## src/hdl/qlst_pkg.sv

```systemverilog
`default_nettype none
// ----------------------------------------------------------------------------
// qlst_pkg
// Shared types, byte constants and error codes of the string tokenizer.
// ----------------------------------------------------------------------------
package qlst_pkg;

	localparam int LENGTH_BITS_DEF = 32;
	localparam int DIGIT_BITS      = 4;

	localparam logic [7:0] CH_DQUOTE = 8'h22;
	localparam logic [7:0] CH_LBRACE = 8'h7B;
	localparam logic [7:0] CH_RBRACE = 8'h7D;
	localparam logic [7:0] CH_BSLASH = 8'h5C;
	localparam logic [7:0] CH_PLUS   = 8'h2B;
	localparam logic [7:0] CH_CR     = 8'h0D;
	localparam logic [7:0] CH_LF     = 8'h0A;
	localparam logic [7:0] CH_SPACE  = 8'h20;
	localparam logic [7:0] CH_ZERO   = 8'h30;
	localparam logic [7:0] CH_NINE   = 8'h39;

	localparam logic [2:0] ERR_NONE      = 3'd0;
	localparam logic [2:0] ERR_BAD_START = 3'd1;
	localparam logic [2:0] ERR_NO_DIGITS = 3'd2;
	localparam logic [2:0] ERR_OVERFLOW  = 3'd3;
	localparam logic [2:0] ERR_BAD_TERM  = 3'd4;

	typedef enum logic [3:0] {
		PH_START  = 4'd0,
		PH_QUOTE  = 4'd1,
		PH_QESC   = 4'd2,
		PH_SKIP   = 4'd3,
		PH_LEN    = 4'd4,
		PH_TBRACE = 4'd5,
		PH_TCR    = 4'd6,
		PH_TLF    = 4'd7,
		PH_LIT    = 4'd8,
		PH_DRAIN  = 4'd9
	} phase_t;

	// first error wins
	function automatic logic [2:0] record_err(input logic [2:0] cur, input logic [2:0] code);
		return (cur == ERR_NONE) ? code : cur;
	endfunction

endpackage
`default_nettype wire

```

## src/hdl/qlst_len_acc.sv

```systemverilog
`default_nettype none
// ----------------------------------------------------------------------------
// qlst_len_acc
// Decimal length accumulator: next = cur * 10 + digit, with range check.
// ----------------------------------------------------------------------------
module qlst_len_acc
	import qlst_pkg::*;
#(
	parameter int LENGTH_BITS = LENGTH_BITS_DEF
) (
	input  wire logic [LENGTH_BITS-1:0] cur,
	input  wire logic [DIGIT_BITS-1:0]  digit,
	output logic      [LENGTH_BITS-1:0] next,
	output logic                        overflow
);

	localparam int WIDE = LENGTH_BITS + DIGIT_BITS;

	logic [WIDE-1:0] cur_w;
	logic [WIDE-1:0] sum_w;

	// x*10 as x*8 + x*2
	assign cur_w    = {{DIGIT_BITS{1'b0}}, cur};
	assign sum_w    = (cur_w << 3) + (cur_w << 1) + {{LENGTH_BITS{1'b0}}, digit};
	assign overflow = |sum_w[WIDE-1:LENGTH_BITS];
	assign next     = sum_w[LENGTH_BITS-1:0];

endmodule
`default_nettype wire

```

## src/hdl/quoted_literal_string_tokenizer.sv

```systemverilog
`default_nettype none
// ----------------------------------------------------------------------------
// quoted_literal_string_tokenizer
// Splits argument text into quoted and {N+}CRLF literal string tokens.
// ----------------------------------------------------------------------------
// One byte per request, one request per cycle: the parse state updates in the
// cycle a byte is taken, and the result sits in an output register, so a new
// byte is taken while a result waits as long as the sink takes it in the same
// cycle. A byte's result is valid in the cycle after it is taken. Bytes that give
// no result (skipped spaces, opening quotes and braces, length digits,
// drained bytes after a bad start) produce no output request.
module quoted_literal_string_tokenizer
	import qlst_pkg::*;
#(
	parameter int LENGTH_BITS = LENGTH_BITS_DEF
) (
	input  wire logic        clk,
	input  wire logic        arst_n,
	input  wire logic        s_tvalid,
	output logic             s_tready,
	input  wire logic [7:0]  s_tdata,   // [7:0] text_byte
	input  wire logic        s_tlast,   // arg_last
	output logic             m_tvalid,
	input  wire logic        m_tready,
	output logic      [15:0] m_tdata,   // [7:0] content_byte, [8] content_valid,
	                                    // [9] token_done, [12:10] error_code, [15:13] 0
	output logic             m_tlast    // arg_done
);

	phase_t                 phase_q;
	logic [LENGTH_BITS-1:0] len_q;
	logic                   digits_q;
	logic                   ovf_q;
	logic [2:0]             err_q;

	logic                   out_valid_q;
	logic [15:0]            out_data_q;
	logic                   out_last_q;

	phase_t                 phase_d;
	logic [LENGTH_BITS-1:0] len_d;
	logic                   digits_d;
	logic                   ovf_d;
	logic [2:0]             err_d;
	logic                   cv;
	logic                   td;
	logic                   emit;

	logic [LENGTH_BITS-1:0] acc_next;
	logic                   acc_ovf;
	logic                   accept;
	logic [7:0]             b;

	assign b        = s_tdata;
	assign s_tready = !out_valid_q || m_tready;
	assign accept   = s_tvalid && s_tready;

	qlst_len_acc #(
		.LENGTH_BITS(LENGTH_BITS)
	) u_len_acc (
		.cur     (len_q),
		.digit   (DIGIT_BITS'(b - CH_ZERO)),
		.next    (acc_next),
		.overflow(acc_ovf)
	);

	always_comb begin
		phase_t p;
		p        = phase_q;
		len_d    = len_q;
		digits_d = digits_q;
		ovf_d    = ovf_q;
		err_d    = err_q;
		cv       = 1'b0;
		td       = 1'b0;
		if (p == PH_SKIP && b != CH_SPACE) begin
			p = PH_START;
		end
		phase_d = p;
		case (p)
			PH_START: begin
				if (b == CH_DQUOTE) begin
					phase_d = PH_QUOTE;
				end else if (b == CH_LBRACE) begin
					phase_d  = PH_LEN;
					len_d    = '0;
					digits_d = 1'b0;
					ovf_d    = 1'b0;
				end else begin
					err_d   = record_err(err_d, ERR_BAD_START);
					td      = 1'b1;
					phase_d = PH_DRAIN;
				end
			end
			PH_QUOTE: begin
				if (b == CH_BSLASH) begin
					phase_d = PH_QESC;
				end else if (b == CH_DQUOTE) begin
					td      = 1'b1;
					phase_d = PH_SKIP;
				end else begin
					cv = 1'b1;
				end
			end
			PH_QESC: begin
				cv      = 1'b1;
				phase_d = PH_QUOTE;
			end
			PH_SKIP: begin
			end
			PH_LEN: begin
				if (b inside {[CH_ZERO:CH_NINE]}) begin
					digits_d = 1'b1;
					if (!ovf_q) begin
						if (acc_ovf) begin
							ovf_d = 1'b1;
							len_d = '0;
							err_d = record_err(err_d, ERR_OVERFLOW);
						end else begin
							len_d = acc_next;
						end
					end
				end else begin
					if (!digits_q) err_d = record_err(err_d, ERR_NO_DIGITS);
					if (b != CH_PLUS) err_d = record_err(err_d, ERR_BAD_TERM);
					phase_d = PH_TBRACE;
				end
			end
			PH_TBRACE: begin
				if (b != CH_RBRACE) err_d = record_err(err_d, ERR_BAD_TERM);
				phase_d = PH_TCR;
			end
			PH_TCR: begin
				if (b != CH_CR) err_d = record_err(err_d, ERR_BAD_TERM);
				phase_d = PH_TLF;
			end
			PH_TLF: begin
				if (b != CH_LF) err_d = record_err(err_d, ERR_BAD_TERM);
				if (len_q == '0) begin
					td      = 1'b1;
					phase_d = PH_START;
				end else begin
					phase_d = PH_LIT;
				end
			end
			PH_LIT: begin
				cv    = 1'b1;
				len_d = len_q - 1'b1;
				if (len_d == '0) begin
					td      = 1'b1;
					phase_d = PH_START;
				end
			end
			default: begin
				phase_d = PH_DRAIN;
			end
		endcase
		if (s_tlast) begin
			case (phase_d)
				PH_QUOTE, PH_QESC, PH_LIT: begin
					td = 1'b1;
				end
				PH_LEN: begin
					if (!digits_d) err_d = record_err(err_d, ERR_NO_DIGITS);
					err_d = record_err(err_d, ERR_BAD_TERM);
					td    = 1'b1;
				end
				PH_TBRACE, PH_TCR, PH_TLF: begin
					err_d = record_err(err_d, ERR_BAD_TERM);
					td    = 1'b1;
				end
				default: begin
				end
			endcase
		end
		emit = cv || td || s_tlast || (err_q == ERR_NONE && err_d != ERR_NONE);
	end

	always_ff @(posedge clk or negedge arst_n) begin
		if (!arst_n) begin
			phase_q     <= PH_START;
			len_q       <= '0;
			digits_q    <= 1'b0;
			ovf_q       <= 1'b0;
			err_q       <= ERR_NONE;
			out_valid_q <= 1'b0;
		end else begin
			if (accept) begin
				out_valid_q <= emit;
				if (s_tlast) begin
					phase_q  <= PH_START;
					len_q    <= '0;
					digits_q <= 1'b0;
					ovf_q    <= 1'b0;
					err_q    <= ERR_NONE;
				end else begin
					phase_q  <= phase_d;
					len_q    <= len_d;
					digits_q <= digits_d;
					ovf_q    <= ovf_d;
					err_q    <= err_d;
				end
			end else if (m_tready) begin
				out_valid_q <= 1'b0;
			end
		end
	end

	always_ff @(posedge clk) begin
		if (accept && emit) begin
			out_data_q <= {3'b000, err_d, td, cv, (cv ? b : 8'h00)};
			out_last_q <= s_tlast;
		end
	end

	assign m_tvalid = out_valid_q;
	assign m_tdata  = out_data_q;
	assign m_tlast  = out_last_q;

`ifndef ASSERT_OFF
	a_arg_end_clears: assert property (@(posedge clk) disable iff (!arst_n)
		(accept && s_tlast) |=> (phase_q == PH_START && err_q == ERR_NONE && len_q == '0))
		else $error("state not cleared after argument end");

	a_err_sticky: assert property (@(posedge clk) disable iff (!arst_n)
		(err_q != ERR_NONE && !(accept && s_tlast)) |=> (err_q == $past(err_q)))
		else $error("recorded error changed inside argument");

	a_lit_nonzero: assert property (@(posedge clk) disable iff (!arst_n)
		(phase_q == PH_LIT) |-> (len_q != '0))
		else $error("literal phase with zero bytes left");

	a_content_zero: assert property (@(posedge clk) disable iff (!arst_n)
		(m_tvalid && !m_tdata[8]) |-> (m_tdata[7:0] == 8'h00))
		else $error("content byte set without content_valid");

	a_err_range: assert property (@(posedge clk) disable iff (!arst_n)
		m_tvalid |-> (m_tdata[12:10] <= ERR_BAD_TERM))
		else $error("error code out of range");
`endif

endmodule
`default_nettype wire

```

## config.mk

```make
export PLATFORM = sky130hd
export DESIGN_NAME = quoted_literal_string_tokenizer
export DESIGN_NICKNAME = d
export VERILOG_FILES = /design/src/hdl/qlst_pkg.sv /design/src/hdl/qlst_len_acc.sv /design/src/hdl/quoted_literal_string_tokenizer.sv
export SDC_FILE = /design/constraint.sdc
export NUM_CORES = 1
export LEC_CHECK = 0
export BUFFER_PORTS_ARGS = -buffer_cell sky130_fd_sc_hd__buf_2
export CAP_MARGIN = 20
export CORE_ASPECT_RATIO = 0.75
export CORE_MARGIN = 4
export CORE_UTILIZATION = 57
export DETAILED_ROUTE_END_ITERATION = 12
export MAX_ROUTING_LAYER = met4
export PLACE_DENSITY = 0.81
export SLEW_MARGIN = 10
export SYNTH_ARGS = -nofsm -noshare
export SYNTH_HDL_FRONTEND = slang
export SYNTH_HIERARCHICAL = 1
export SYNTH_SLANG_ARGS = --single-unit
```

## constraint.sdc

```tcl
create_clock -name clk -period 5.13 [get_ports clk]
set_input_delay 1.026 -clock clk [delete_from_list [all_inputs] [get_ports clk]]
set_output_delay 1.026 -clock clk [all_outputs]
set_load 0.02 [all_outputs]
```

# Yosys cells after proc, flatten, opt, wreduce, memory -nomap -nowiden
# Cells that the tools add are included.
# op_classes
add_sub_neg	4
magnitude_cmp	2
n_eq_ne	28
mux	70
n_reduce_logical	27
# op_table
operator	count
$mux 32	6
$pmux 32 s3	1
$mux 3	25
$logic_not 32->1	2
$add 35x33->36	1
$add 36x4->36	1
$mux 4	9
$pmux 4 s9	1
$eq 4x3->1 const B	8
$sub 32x1->32 const B	1
$mux 1	22
$eq 4x2->1 const B	4
$eq 8x7->1 const B	2
$ne 8x4->1 const B	2
$ne 8x6->1 const B	2
$pmux 3 s5	1
$logic_not 3->1	4
$ne 3x3->1 const B	4
$eq 4x1->1 const B	2
$eq 4x4->1 const B	2
$eq 8x6->1 const B	1
$ge 8x6->1 const B	1
$le 8x6->1 const B	1
$ne 8x7->1 const B	1
other kinds (17)	27
# word_totals
regBits	56
inputBits	13
output_inout_bits	19
elab_cells	140

# Longest topological paths before layout
# depth
word_depth	23
ltp_mapped	18
mapped_depth_nobuf	18

# Hierarchy
# The synthesis kept the hierarchy.
# modules_own_cells
mod	n_inst	cells_per_inst	area_per_inst_um2	seq_area_each_um2
quoted_literal_string_tokenizer	1	509	4219.0	1471.4
qlst_len_acc	1	290	2202.1	0.0

# Worst setup path before layout
# No wires, ideal clock.
# synth_path
path_type	input to register
from	input port s_tdata[3]
to	register out_data_q[0] (netlist: m_tdata[0]) (enable)
setup_time_ps	390
t_arrival_ps	4827
t_required_ps	4740
setup_slack_ps	-86
cell_stages	17
n_path_buf	0
path_cell_list	inv_1 > fa_1 > fa_1 > nor2b_1 > o21bai_1 > a31oi_1 > a221o_1 > o31a_1 > o2111ai_1 > mux2_1 > nand4_1 > nand2_1 > o311ai_0 > a21oi_1 > nand3_1 > a21oi_1 > a21oi_1
# synth_between
elab_chain_len	20
elab_cells_between_ends	82
cone_classes	2 x add/sub; 2 x order compare; 23 x eq/ne; 40 x mux; 15 x reduce/logical
# synth_rtl
item	line_no	rtl
start, declared	quoted_literal_string_tokenizer.sv:21	input wire logic [7:0] s_tdata,
$sub 4x1->4 *	quoted_literal_string_tokenizer.sv:62	.digit (DIGIT_BITS'(b - CH_ZERO)),
$add 36x4->36 *	qlst_len_acc.sv:24	assign sum_w = (cur_w << 3) + (cur_w << 1) + {{LENGTH_BITS{1'b0}}, digit};
$reduce_or 4->1 *	qlst_len_acc.sv:25	assign overflow = |sum_w[WIDE-1:LENGTH_BITS];
net acc_ovf	quoted_literal_string_tokenizer.sv:50	logic acc_ovf;
$mux 3 *	quoted_literal_string_tokenizer.sv:115	if (acc_ovf) begin
$mux 3 *	quoted_literal_string_tokenizer.sv:114	if (!ovf_q) begin
$mux 3 *	quoted_literal_string_tokenizer.sv:112	if (b inside {[CH_ZERO:CH_NINE]}) begin
$pmux 3 s5 *	quoted_literal_string_tokenizer.sv:80	case (p)
[5 not listed]	n/a	
$logic_not 3->1	qlst_pkg.sv:43	return (cur == ERR_NONE) ? code : cur;
$mux 3	qlst_pkg.sv:43	
$pmux 3 s2	quoted_literal_string_tokenizer.sv:159	case (phase_d)
$mux 3 *	quoted_literal_string_tokenizer.sv:158	if (s_tlast) begin
$reduce_bool 3->1 *	quoted_literal_string_tokenizer.sv:176	emit = cv || td || s_tlast || (err_q == ERR_NONE && err_d != ERR_NONE);
$logic_and 1x1->1 *	quoted_literal_string_tokenizer.sv:176	
$logic_or 1x1->1 *	quoted_literal_string_tokenizer.sv:176	
$logic_and 1x1->1 *	quoted_literal_string_tokenizer.sv:210	if (accept && emit) begin
end signal, assigned	quoted_literal_string_tokenizer.sv:211	out_data_q <= {3'b000, err_d, td, cv, (cv ? b : 8'h00)};
end, declared	quoted_literal_string_tokenizer.sv:37	logic [15:0] out_data_q;
# Mark *: on every way through the listed nets, which the timed path passes. The rest lies on a longest branch. The select of a mux whose other input is x is not followed.
# A chain may end at the register's enable or synchronous reset.

# Worst setup path after layout
# layout_path
from	input port s_tdata[3]
to	register out_data_q[3] (netlist: m_tdata[3]) (enable)
# The elaborated chain is that of the path after synthesis.

==> metrics.cfg <==
[worst_setup_path]
r2r_slack_ns=0.46
cp-start-kind=primary input
cp-end-kind=register
cp.arrival_ns=4.90
crit_fanout=14
path_class=in -> reg
reg2regPathDepth=16
critPathRequiredTime_ns=5.21

[final_layout]
ff_latch_area_sq_um=1470
area_growth_pct=6.31
multi_input_area_sq_um=4610
n_fill_cell=953
drive_gt1_share_pct=10.0
diodes=0
nets=885
utilization_pct=62.2

[floorplanning]
die_h_microns=99.9
ios=32
die-area_sq_um=13000
dieWidth_microns=131
initial_core_util_pct=58.5
rows=33
fp.coreArea_sq_um=11000

[yosys]
synth-edff-count=14
synth.avg_cell_area_sq_um=8.04
syn_area_sq_um=6420
synth_ff_type=dfrtp_1
yosys_warnings=6
yosysSeqAreaShare_pct=22.9
synth_cell_types=89
syn_inst=799
async_reset_ff_share_pct=75.0
yosys_register_bits=56

[clock_tree]
cts_made_buffers=5
cts.htree.levels=2
cts.path.max_buffers=2
cts_sinks=56
cts-root-buf=clkbuf_16
clk_latency_ns=0.32
postCtsSetupBuffers=0
clk_pin_slew_ns=0.08
cts_tree=done

[pwr]
power_frac_seq_pct=19.5
p_sw_share_pct=54.2
powerDensity_nw_per_um2=591
pwr-share-clk_pct=10.4
fin_total_pwr_uw=4040
pwr-share-comb_pct=70.1
internal_power_uw=1850
leakage_uw=0.00325
max-vdd-ir-drop_mv=0.411
switchingPower_uw=2190

[place]
gp_congestion=0.999
dp.final_hpwl_microns=13900
io_buffers=28

[sta]
rsz0062_at_grt=false
hold_violations=0
maxSlewHeadroom_pct=32.1
period_share_pct=93.9
min_period_ns=4.82
fmax_ghz=0.207
worstMarginPinSlew_ns=1.02
finalClockSkew_ns=0.0103
whs_ns=0.597
setup_viol=0
maxSlewViolCount=0

[drt]
drc=0
met3_wirelength_microns=1780
viasPerCell=6.86
top_layer_used=met4
dr_total_vias=6492
wirelength_microns=19000
drtIter0Drc=927
wl_per_cell_microns=20.1
wl_met1_microns=8750
route.met2.wl_microns=8120
drtAntennaViolNets=0
drt_first_pass_iters=5

[job]
maxCapViolations=0

[global_routing]
overflow=0
grt_pass1_wl_microns=30400
grt_max_degree=43
grt_usage_pct=29.7
antenna_found_initial=0
grt_pass1_vias=5865

[status]
outcome=completed

[hold_path]
hold_depth=2
hp-class=reg -> reg

-- cell usage after synthesis (all sizes together), types with 3 or more instances --
| cell | n | share of area [%] |
|---|---|---|
| o2111a | 3 | 0.53 |
| a211oi | 4 | 0.55 |
| a2111o | 3 | 0.53 |
| or4 | 4 | 0.49 |
| xnor2 | 19 | 2.6 |
| or3 | 7 | 0.76 |
| clkbuf | 33 | 2.2 |
| nand4 | 11 | 1.2 |
| xor2 | 17 | 2.3 |
| and3 | 6 | 0.58 |
| nor2 | 78 | 4.6 |
| inv | 22 | 1.3 |
| a21oi | 58 | 4.5 |
| edfxtp | 14 | 6.5 |
| dfrtp | 42 | 16 |
| o22ai | 4 | 0.39 |
| and4b | 3 | 0.49 |
| and2 | 14 | 1.4 |
| nand4b | 6 | 0.82 |
| o211ai | 3 | 0.35 |
| a21boi | 3 | 0.35 |
| o21a | 12 | 1.4 |
| o2111ai | 4 | 0.64 |
| nand3b | 3 | 0.35 |
| ha | 65 | 13 |
| or4b | 3 | 0.47 |
| nand2b | 11 | 1.1 |
| nor3 | 26 | 2.3 |
| nor2b | 11 | 1.1 |
| a21o | 22 | 2.6 |
| a22oi | 15 | 1.8 |
| nor4 | 20 | 2.6 |
| buf | 18 | 2.1 |
| a32oi | 3 | 0.41 |
| o31ai | 16 | 1.9 |
| o31a | 3 | 0.41 |
| nor4b | 8 | 1.1 |
| a211o | 5 | 0.70 |
| nand2 | 57 | 3.4 |
| o21ai | 77 | 6.0 |
| a31oi | 12 | 1.2 |
| nand3 | 14 | 1.2 |
| o21bai | 4 | 0.47 |
-- kinds of logic after synthesis --
group           after synthesis  share of synthesized area (%)
flops                        56                           22.9
xor+xnor                     36                           4.91
other cells                   1                         0.0584
buf+inv                      74                           5.67
compound gates              271                           27.6
simple gates                291                           25.1
mux                           3                          0.487
fa+ha+maj                    67                           13.3
-- per-stage QoR --
| stage | area [sq um] | cells | TNS, ns | setup slack (ns) |
|---|---|---|---|---|
| 6_report | 6830 | 946 | 0 | 0.311 |
| 5_1_grt | 6830 | 946 | 0 | 0.0260 |
| 4_1_cts | 6820 | 946 | 0 | 0.296 |
| 3_5_place_dp | 6650 | 938 | -0.183 | -0.0141 |
| 3_3_place_gp | 6650 | 938 | 0 | 0.112 |
| 2_1_floorplan | 6430 | 801 | 0 | 0.207 |
-- final timing paths --
path | from | endpoint
setup / recovery | s_tdata[3] | m_tdata[3]$_SDFFCE_PN0P_
setup reg to reg | len_q[3]$_DFFE_PN0P_ | m_tdata[3]$_SDFFCE_PN0P_
max in group asynchronous | arst_n | err_q[0]$_DFFE_PN0P_
hold / removal | ovf_q$_DFFE_PN0P_ | ovf_q$_DFFE_PN0P_
min in group asynchronous | arst_n | len_q[11]$_DFFE_PN0P_
hold reg to reg | ovf_q$_DFFE_PN0P_ | ovf_q$_DFFE_PN0P_
-- power by group through the flow --
stage / Combinational, uW / Sequential [uW] / Clock (uW)
after global placement: 2650 / 783 / 0
after detailed placement: 2720 / 792 / 0
final: 2830 / 789 / 419
after CTS: 2740 / 781 / 422
after global routing: 3070 / 808 / 442
after floorplan: 2110 / 730 / 0
-- cell type report --
type,instances,share of cell area [%]
Multi-Input combinational cell,671,67.5
Sequential cell,56,21.6
Timing Repair Buffer,48,4.62
Tap cell,140,2.57
Clock buffer,5,1.83
Inverter,23,1.26
Clock inverter,3,0.696
-- registers in the layout (all words and copies together) (netlist names) --
name,cells
m_tdata,13
err_q,3
m_tlast,1
m_tvalid,1
digits_q,1
len_q,32
phase_q,4
ovf_q,1
-- cell usage in the layout (no fill, tap or decap), types with 22 or more instances in the layout --
| cell | n |
|---|---|
| a21oi_1 | 57 |
| nor2_1 | 77 |
| buf_2 | 28 |
| o21ai_0 | 66 |
| nand2_1 | 56 |
| dfrtp_1 | 42 |
| ha_1 | 65 |
| a21o_1 | 22 |
| inv_1 | 22 |
| nor3_1 | 24 |
-- per-layer routing --
| layer | vias to the layer above | global-route usage, % |
|---|---|---|
| li1 | 3027 | - |
| met2 | 351 | 41.2 |
| met4 | 0 | 7.59 |
| met1 | 3076 | 43.3 |
| met5 | - | - |
| met3 | 38 | 6.86 |
-- critical path, stage by stage --
cell and delay [ns]:
buf_2 0.09, inv_1 0.04, fa_1 0.48, fa_1 0.48
nor2b_1 0.18, o21bai_1 0.09, a31oi_2 0.24, a221o_1 0.22
buf_4 0.14, a31oi_1 0.14, o22ai_1 0.26, mux2i_1 0.21
nand4_1 0.22, nand2_1 0.15, o311ai_0 0.12, a21oi_1 0.19
nand3_1 0.10, a21oi_1 0.24, a21oi_2 0.10, buf_12 0.16
-- repair_timing --
| item | CTS | global route |
|---|---|---|
| endpoints found under the setup margin | 0 | 14 |
| gates resized for setup | 0 | 1 |
| hold buffers | 0 | 0 |
Power figures use the tool's default switching activity.
